## src/pwl_pkg.sv

```systemverilog
package pwl_pkg;

  localparam int POINTS     = 8;
  localparam int NPTS       = (POINTS < 2) ? 2 : ((POINTS > 8) ? 8 : POINTS);
  localparam int NREGS      = 8;
  localparam int IDX_W      = 3;
  localparam int ADC_W      = 16;
  localparam int TEMP_W     = 8;
  localparam int PT_W       = 24;
  localparam int PROD_W     = ADC_W + TEMP_W;
  localparam int DIV_BITS   = 4;
  localparam int DIV_STAGES = PROD_W / DIV_BITS;
  localparam int LAT        = DIV_STAGES + 3;
  localparam int VAL_W      = PROD_W + 2;

  typedef logic [NREGS-1:0][PT_W-1:0] pt_arr_t;

  typedef struct packed {
    logic [TEMP_W-1:0] tref;
    logic [TEMP_W-1:0] dt_mag;
    logic              dt_neg;
    logic [ADC_W-1:0]  dx;
    logic [ADC_W-1:0]  den_mag;
    logic              den_neg;
    logic              den_zero;
  } seg_t;

  typedef struct packed {
    logic [TEMP_W-1:0] tref;
    logic              q_neg;
    logic              den_zero;
    logic [ADC_W-1:0]  den_mag;
    logic [ADC_W-1:0]  rem;
    logic [PROD_W-1:0] num;
  } div_t;

  function automatic logic [ADC_W-1:0] adc_of(input logic [PT_W-1:0] p);
    return p[ADC_W-1:0];
  endfunction

  function automatic logic [TEMP_W-1:0] temp_of(input logic [PT_W-1:0] p);
    return p[ADC_W+TEMP_W-1:ADC_W];
  endfunction

endpackage

```

## src/pwl_seg.sv

```systemverilog
module pwl_seg (
  input  logic                          clk,
  input  logic                          rst_n,
  input  logic                          in_valid,
  input  logic [pwl_pkg::ADC_W-1:0]     adc,
  input  pwl_pkg::pt_arr_t              points,
  output logic                          valid_r,
  output pwl_pkg::seg_t                 seg_r
);

  function automatic pwl_pkg::seg_t make_seg(
    input logic [pwl_pkg::TEMP_W-1:0] tref,
    input logic [pwl_pkg::TEMP_W-1:0] t_from,
    input logic [pwl_pkg::TEMP_W-1:0] t_to,
    input logic [pwl_pkg::ADC_W-1:0]  a_from,
    input logic [pwl_pkg::ADC_W-1:0]  a_to,
    input logic [pwl_pkg::ADC_W-1:0]  dx
  );
    logic [pwl_pkg::TEMP_W:0] dt;
    logic [pwl_pkg::ADC_W:0]  den;
    pwl_pkg::seg_t            s;
    dt         = {1'b0, t_to} - {1'b0, t_from};
    den        = {1'b0, a_to} - {1'b0, a_from};
    s.tref     = tref;
    s.dt_neg   = dt[pwl_pkg::TEMP_W];
    s.dt_mag   = dt[pwl_pkg::TEMP_W] ? pwl_pkg::TEMP_W'(-dt) : dt[pwl_pkg::TEMP_W-1:0];
    s.dx       = dx;
    s.den_neg  = den[pwl_pkg::ADC_W];
    s.den_mag  = den[pwl_pkg::ADC_W] ? pwl_pkg::ADC_W'(-den) : den[pwl_pkg::ADC_W-1:0];
    s.den_zero = (den == '0);
    return s;
  endfunction

  pwl_pkg::seg_t lane [pwl_pkg::NPTS+1];
  pwl_pkg::seg_t sel;

  // lane k: sample below point k; last lane: at or above the last point
  for (genvar k = 0; k < pwl_pkg::NPTS; k++) begin : g_lane
    if (k == 0) begin : g_first
      assign lane[k] = make_seg('0, '0, pwl_pkg::temp_of(points[0]), '0,
                                pwl_pkg::adc_of(points[0]), adc);
    end else begin : g_mid
      assign lane[k] = make_seg(pwl_pkg::temp_of(points[k-1]),
                                pwl_pkg::temp_of(points[k-1]),
                                pwl_pkg::temp_of(points[k]),
                                pwl_pkg::adc_of(points[k-1]),
                                pwl_pkg::adc_of(points[k]),
                                adc - pwl_pkg::adc_of(points[k-1]));
    end
  end

  assign lane[pwl_pkg::NPTS] = make_seg(pwl_pkg::temp_of(points[pwl_pkg::NPTS-1]),
                                        pwl_pkg::temp_of(points[pwl_pkg::NPTS-2]),
                                        pwl_pkg::temp_of(points[pwl_pkg::NPTS-1]),
                                        pwl_pkg::adc_of(points[pwl_pkg::NPTS-2]),
                                        pwl_pkg::adc_of(points[pwl_pkg::NPTS-1]),
                                        adc - pwl_pkg::adc_of(points[pwl_pkg::NPTS-1]));

  // first point above the sample wins
  always_comb begin
    sel = lane[pwl_pkg::NPTS];
    for (int k = pwl_pkg::NPTS - 1; k >= 0; k--) begin
      if (adc < pwl_pkg::adc_of(points[k])) begin
        sel = lane[k];
      end
    end
  end

  always_ff @(posedge clk) begin
    if (!rst_n) begin
      valid_r <= 1'b0;
    end else begin
      valid_r <= in_valid;
    end
  end

  always_ff @(posedge clk) begin
    seg_r <= sel;
  end

endmodule

```

## src/pwl_mul.sv

```systemverilog
module pwl_mul (
  input  logic          clk,
  input  logic          rst_n,
  input  logic          in_valid,
  input  pwl_pkg::seg_t seg,
  output logic          valid_r,
  output pwl_pkg::div_t div_r
);

  pwl_pkg::div_t div_nxt;

  always_comb begin
    div_nxt.tref     = seg.tref;
    div_nxt.q_neg    = seg.dt_neg ^ seg.den_neg;
    div_nxt.den_zero = seg.den_zero;
    div_nxt.den_mag  = seg.den_mag;
    div_nxt.rem      = '0;
    div_nxt.num      = pwl_pkg::PROD_W'(seg.dt_mag) * pwl_pkg::PROD_W'(seg.dx);
  end

  always_ff @(posedge clk) begin
    if (!rst_n) begin
      valid_r <= 1'b0;
    end else begin
      valid_r <= in_valid;
    end
  end

  always_ff @(posedge clk) begin
    div_r <= div_nxt;
  end

endmodule

```

## src/pwl_div_stage.sv

```systemverilog
module pwl_div_stage (
  input  logic          clk,
  input  logic          rst_n,
  input  logic          in_valid,
  input  pwl_pkg::div_t din,
  output logic          valid_r,
  output pwl_pkg::div_t d_r
);

  pwl_pkg::div_t d_nxt;

  // restoring division, quotient bits shift into num from the bottom
  always_comb begin
    logic [pwl_pkg::ADC_W:0] t;
    logic                    ge;
    d_nxt = din;
    for (int k = 0; k < pwl_pkg::DIV_BITS; k++) begin
      t         = {d_nxt.rem, d_nxt.num[pwl_pkg::PROD_W-1]};
      ge        = (t >= {1'b0, d_nxt.den_mag});
      d_nxt.num = {d_nxt.num[pwl_pkg::PROD_W-2:0], ge};
      d_nxt.rem = ge ? pwl_pkg::ADC_W'(t - {1'b0, d_nxt.den_mag})
                     : t[pwl_pkg::ADC_W-1:0];
    end
  end

  always_ff @(posedge clk) begin
    if (!rst_n) begin
      valid_r <= 1'b0;
    end else begin
      valid_r <= in_valid;
    end
  end

  always_ff @(posedge clk) begin
    d_r <= d_nxt;
  end

  a_rem_bound: assert property (@(posedge clk) disable iff (!rst_n)
    valid_r && !d_r.den_zero |-> d_r.rem < d_r.den_mag)
    else $error("partial remainder not below divisor");

endmodule

```

## src/pwl_sat.sv

```systemverilog
module pwl_sat (
  input  logic                           clk,
  input  logic                           rst_n,
  input  logic                           in_valid,
  input  pwl_pkg::div_t                  din,
  output logic                           valid_r,
  output logic [pwl_pkg::TEMP_W-1:0]     temp_r,
  output logic                           clip_r,
  output logic                           fault_r
);

  logic signed [pwl_pkg::VAL_W-1:0] quo;
  logic signed [pwl_pkg::VAL_W-1:0] val;
  logic [pwl_pkg::TEMP_W-1:0]       temp_nxt;
  logic                             clip_nxt;
  logic                             fault_nxt;

  always_comb begin
    quo = din.q_neg ? -$signed({2'b00, din.num}) : $signed({2'b00, din.num});
    val = quo + $signed(pwl_pkg::VAL_W'(din.tref));
    temp_nxt  = '0;
    clip_nxt  = 1'b0;
    fault_nxt = 1'b0;
    if (din.den_zero) begin
      fault_nxt = 1'b1;
    end else if (val < 0) begin
      clip_nxt = 1'b1;
    end else if (val > $signed(pwl_pkg::VAL_W'({pwl_pkg::TEMP_W{1'b1}}))) begin
      temp_nxt = '1;
      clip_nxt = 1'b1;
    end else begin
      temp_nxt = val[pwl_pkg::TEMP_W-1:0];
    end
  end

  always_ff @(posedge clk) begin
    if (!rst_n) begin
      valid_r <= 1'b0;
    end else begin
      valid_r <= in_valid;
    end
  end

  always_ff @(posedge clk) begin
    temp_r  <= temp_nxt;
    clip_r  <= clip_nxt;
    fault_r <= fault_nxt;
  end

  a_fault_zero: assert property (@(posedge clk) disable iff (!rst_n)
    valid_r && fault_r |-> temp_r == '0 && !clip_r)
    else $error("fault result not zeroed");

  a_clip_rail: assert property (@(posedge clk) disable iff (!rst_n)
    valid_r && clip_r |-> temp_r == '0 || temp_r == '1)
    else $error("clipped result off the rails");

endmodule

```

## src/piecewise_linear_adc_to_temperature_unit.sv

```systemverilog
// ADC sample to temperature through an 8-point calibration table.
//
// Config: cfg_valid/cfg_ready write channel, cfg_ready is always high.
//   cfg_index selects point_0..point_7, cfg_data[15:0] is the ADC value,
//   cfg_data[23:16] the temperature. Write the table while no request is in
//   flight.
// Requests: a sample on in_adc_sample is taken when start is high and busy is
//   low. busy stays low, so one request can be issued every cycle.
// Results: out_valid is high for one cycle with out_temperature, out_clipped
//   and out_fault. Each request's result is registered through every stage
//   listed below, in that order (throughput 1/cycle).
//   Stages: segment select, multiply, six 4-bit divider stages, saturate.
//   The pipeline depth is set by the 24-bit pipelined divider.
// Reset: rst_n (sync, active low) empties the pipeline and zeroes every
//   point; with that table every result reports fault.
// The receiver cannot stall: results are dropped if not taken.
module piecewise_linear_adc_to_temperature_unit (
  input  logic                          clk,
  input  logic                          rst_n,
  input  logic                          start,
  output logic                          busy,
  input  logic [pwl_pkg::ADC_W-1:0]     in_adc_sample,
  output logic                          out_valid,
  output logic [pwl_pkg::TEMP_W-1:0]    out_temperature,
  output logic                          out_clipped,
  output logic                          out_fault,
  input  logic                          cfg_valid,
  output logic                          cfg_ready,
  input  logic [pwl_pkg::IDX_W-1:0]     cfg_index,
  input  logic [pwl_pkg::PT_W-1:0]      cfg_data
);

  pwl_pkg::pt_arr_t points_r;
  logic             in_valid;
  logic             seg_valid;
  pwl_pkg::seg_t    seg;
  logic             dv_valid [pwl_pkg::DIV_STAGES+1];
  pwl_pkg::div_t    dv       [pwl_pkg::DIV_STAGES+1];

  assign busy      = 1'b0;
  assign cfg_ready = 1'b1;
  assign in_valid  = start && !busy;

  always_ff @(posedge clk) begin
    if (!rst_n) begin
      points_r <= '0;
    end else if (cfg_valid && cfg_ready) begin
      points_r[cfg_index] <= cfg_data;
    end
  end

  pwl_seg u_seg (
    .clk      (clk),
    .rst_n    (rst_n),
    .in_valid (in_valid),
    .adc      (in_adc_sample),
    .points   (points_r),
    .valid_r  (seg_valid),
    .seg_r    (seg)
  );

  pwl_mul u_mul (
    .clk      (clk),
    .rst_n    (rst_n),
    .in_valid (seg_valid),
    .seg      (seg),
    .valid_r  (dv_valid[0]),
    .div_r    (dv[0])
  );

  for (genvar s = 0; s < pwl_pkg::DIV_STAGES; s++) begin : g_div
    pwl_div_stage u_div (
      .clk      (clk),
      .rst_n    (rst_n),
      .in_valid (dv_valid[s]),
      .din      (dv[s]),
      .valid_r  (dv_valid[s+1]),
      .d_r      (dv[s+1])
    );
  end

  pwl_sat u_sat (
    .clk      (clk),
    .rst_n    (rst_n),
    .in_valid (dv_valid[pwl_pkg::DIV_STAGES]),
    .din      (dv[pwl_pkg::DIV_STAGES]),
    .valid_r  (out_valid),
    .temp_r   (out_temperature),
    .clip_r   (out_clipped),
    .fault_r  (out_fault)
  );

  a_latency: assert property (@(posedge clk) disable iff (!rst_n)
    out_valid |-> $past(start && rst_n, pwl_pkg::LAT))
    else $error("result without a matching request");

endmodule

```

## config.mk

```make
export PLATFORM = sky130hd
export DESIGN_NAME = piecewise_linear_adc_to_temperature_unit
export DESIGN_NICKNAME = d
export VERILOG_FILES = /design/src/pwl_pkg.sv /design/src/pwl_seg.sv /design/src/pwl_mul.sv /design/src/pwl_div_stage.sv /design/src/pwl_sat.sv /design/src/piecewise_linear_adc_to_temperature_unit.sv
export SDC_FILE = /design/constraint.sdc
export NUM_CORES = 2
export LEC_CHECK = 0
export ABC_AREA = 1
export BUFFER_PORTS_ARGS = -buffer_cell sky130_fd_sc_hd__buf_2
export CAP_MARGIN = 5
export CELL_PAD_IN_SITES_DETAIL_PLACEMENT = 1
export CELL_PAD_IN_SITES_GLOBAL_PLACEMENT = 1
export CORE_ASPECT_RATIO = 0.8
export CORE_MARGIN = 10
export CORE_UTILIZATION = 30
export DETAILED_ROUTE_END_ITERATION = 12
export PLACE_DENSITY_LB_ADDON = 0.1
export SYNTH_ARGS = -nofsm -noshare
export SYNTH_HDL_FRONTEND = slang
export SYNTH_SLANG_ARGS = --single-unit
export TNS_END_PERCENT = 30
```

## constraint.sdc

```tcl
create_clock -name clk -period 10.1 [get_ports clk]
set_clock_uncertainty 0.1 [all_clocks]
set_input_delay 0.505 -clock clk [delete_from_list [all_inputs] [get_ports clk]]
set_output_delay 0.505 -clock clk [all_outputs]
set_load 0.02 [all_outputs]
```

==> impl_metrics.tcl <==
set metrics [dict create \
    design_area_um2 69200 \
    max-cap-violations 0 \
    die_h_um 427 \
    synth.top_cell.area_share_pct 21.8 \
    overflow 0 \
    post-route-min-period_ns 9.39 \
    tightestPinTransition_ns 1.13 \
    synth_edf_count 0 \
    gp_congestion 0.881 \
    dp_hpwl_um 210000 \
    ff_latch_area_um2 13500 \
    setup_viol 0 \
    yosys_warnings 0 \
    syn-num-nets 9965 \
    path_max_fanout 15 \
    synth.largest_area_cell "dfxtp_1" \
    async_reset_ff_share_pct 0 \
    avgSynthCellArea_um2 6.84 \
    area_growth_pct 11.7 \
    fill_cells 25900 \
    numPortBuffers 57 \
    drt-initial-drc-count 3746 \
    clkTransAtPathRegs_ns 0.06 \
    grt_pass1_vias 60400 \
    netlist_top_cells_area "dfxtp_1, ha_1, nand2_1" \
    crit_slowest_cell "a311o_1" \
    cp.arrival_ns 9.92 \
    routedWlPerCell_um 21.7 \
    clk-insertion-delay-late_ns 0.75 \
    grt_util_all_layers_pct 22.0 \
    num_vias 60700 \
    core_area_um2 206000 \
    hold_path_class "input port to flop" \
    tns_ns 0 \
    dieArea_um2 225000 \
    synth_ff_type "dfxtp_1" \
    place_area_um2 65400 \
    grt_max_degree 127 \
    cpPeakStageDelay_ns 0.46 \
    netlist_area_um2 62000 \
    status "complete, no violations" \
    htreeDepth 3 \
    numCtsBuffers 87 \
    relSlewSlack_pct 23.8 \
    die_w_um 528 \
    root_buffer "clkbuf_16" \
    critical_path_class "flop to flop" \
    cts_tree "built" \
    rsz0062_at_grt "true" \
    clock_tree.buffer_depth 3 \
    netlist_instances 9056 \
    utilization_pct 33.6 \
    finalHoldViolCount 0 \
    drv_slew 0 \
    grt_pass1_wl_um 384000 \
    route.detailed.drc 0 \
    io_pins 60 \
    synth_common_cells "nand2_1, inv_1, a21oi_1" \
    fmax_mhz 106 \
    worst_setup_path_end_kind "flop" \
    hold_ws_ns 0.0692 \
    cts.sinks 676 \
    antenna_found_initial 24 \
    viasPerCell 5.10 \
    multi_input_area_um2 43200 \
    rows 149 \
    ys_ff_latch 676 \
    synth.yosys.seq_area_share_pct 21.8 \
    layout-drive-gt1-share_pct 6.21 \
    synth_most_common_cell "nand2_1" \
    start_kind "flop" \
    antenna_left 0 \
    period_share_pct 93.0 \
    wirelength_um 258000 \
    drtPass1Iterations 6 \
    nets 10000 \
    path_common_cell "nand2_1" \
    start_util_pct 30.1 \
    worst_ep_required_time_ns 10.62 \
    yosys.cell_types.count 80 \
]
## registers in the layout (all words and copies together), names as in the netlist
| register | cells |
|---|---|
| u_sat.fault_r | 1 |
| u_sat.valid_r | 1 |
| u_sat.clip_r | 1 |
| g_div.u_div.d_r | 364 |
| u_seg.seg_r | 51 |
| u_mul.div_r | 50 |
| points_r | 192 |
| g_div.u_div.valid_r | 6 |
| u_seg.valid_r | 1 |
| u_mul.valid_r | 1 |
| u_sat.temp_r | 8 |
## worst paths after layout
path	depth (start not counted)	endpoint	slack (ns)	start
worst max-delay path	58	g_div[2].u_div.d_r[39]	0.71	g_div[1].u_div.d_r[41]
worst min-delay path	3	points_r[16]	0.07	cfg_data[16]
worst max register to register	58	g_div[2].u_div.d_r[39]	0.71	g_div[1].u_div.d_r[41]
worst min register to register	0	g_div[0].u_div.d_r[10]	0.22	u_mul.div_r[6]
## placed cells by master, fill, tap and decap left out, types with 19 or more instances in the layout
master	count
a21oi_2	27
a21o_1	36
nand2_1	2088
clkbuf_16	90
o211ai_1	70
nand3_1	515
buf_4	124
nand2_2	34
o21bai_1	52
a21oi_1	924
inv_1	1205
o21ai_1	52
fa_1	129
or2_2	40
nor3_1	110
buf_2	57
nor2_1	423
xor2_1	384
o21ai_0	650
ha_1	723
xnor2_1	197
nand3b_1	39
dfxtp_1	671
nor4_1	19
o21ai_2	19
a31oi_1	54
o21a_1	28
nand4_1	85
## per-stage QoR
| step | setup WS (ns) | std cells |
|---|---|---|
| 5_1_grt | -0.0480 | 11900 |
| 3_5_place_dp | -0.220 | 11700 |
| 3_3_place_gp | -0.147 | 11700 |
| 4_1_cts | 0.0101 | 11900 |
| 2_1_floorplan | 1.07 | 9056 |
| 6_report | 0.706 | 11900 |
## layer usage
layer | share of wire (%) | track usage, %
met1 | 52 | 33.4
met2 | 40 | 31.9
met3 | 5.8 | 4.36
met4 | 1.9 | 4.42
met5 | 0.17 | 0.529
## critical path, delay by kind of cell, from the launching register on
kind	cells	cell delay, ns
DFF	1	0.38
AOI/OAI and AO/OA	19	3.46
adders and majority gates	4	1.25
buffers and inverters	6	0.71
and+or+nand+nor	29	3.37
## cell families (layout without fill, tap and decap cells)
| kind of cell | Yosys count | count (layout) | share of synthesized area [%] |
|---|---|---|---|
| simple gates | 3427 | 3431 | 23.6 |
| compound gates | 2034 | 2036 | 18.1 |
| buf+inv | 1469 | 1584 | 9.19 |
| fa+ha+maj | 862 | 862 | 19.0 |
| flops | 676 | 676 | 21.8 |
| xor+xnor | 583 | 583 | 8.26 |
| mux | 3 | 3 | 0.0485 |
| other cells | 2 | 8 | 0.0121 |
## cell type report
cell class | count | area share [%]
Timing Repair Buffer | 190 | 1.94
Clock inverter | 49 | 0.852
Antenna cell | 6 | 0.0217
Inverter | 1233 | 6.75
Timing Repair inverter | 3 | 0.0289
Sequential cell | 676 | 19.6
Clock buffer | 109 | 3.49
Multi-Input combinational cell | 6917 | 62.4
Tap cell | 2718 | 4.91
## repair_timing
action                                  in CTS  in global routing
setup buffers                                0                 25
pin swaps                                    0                 23
gates cloned                                 0                 10
resized for setup                            8                125
hold buffers                                 4                  0
endpoints found under the setup margin      60                 86
hold endpoints to repair                     4                  0
Power is left out: the tool's default activity adds up to more than one toggle a clock period on the data nets, which glitch-free logic cannot reach.
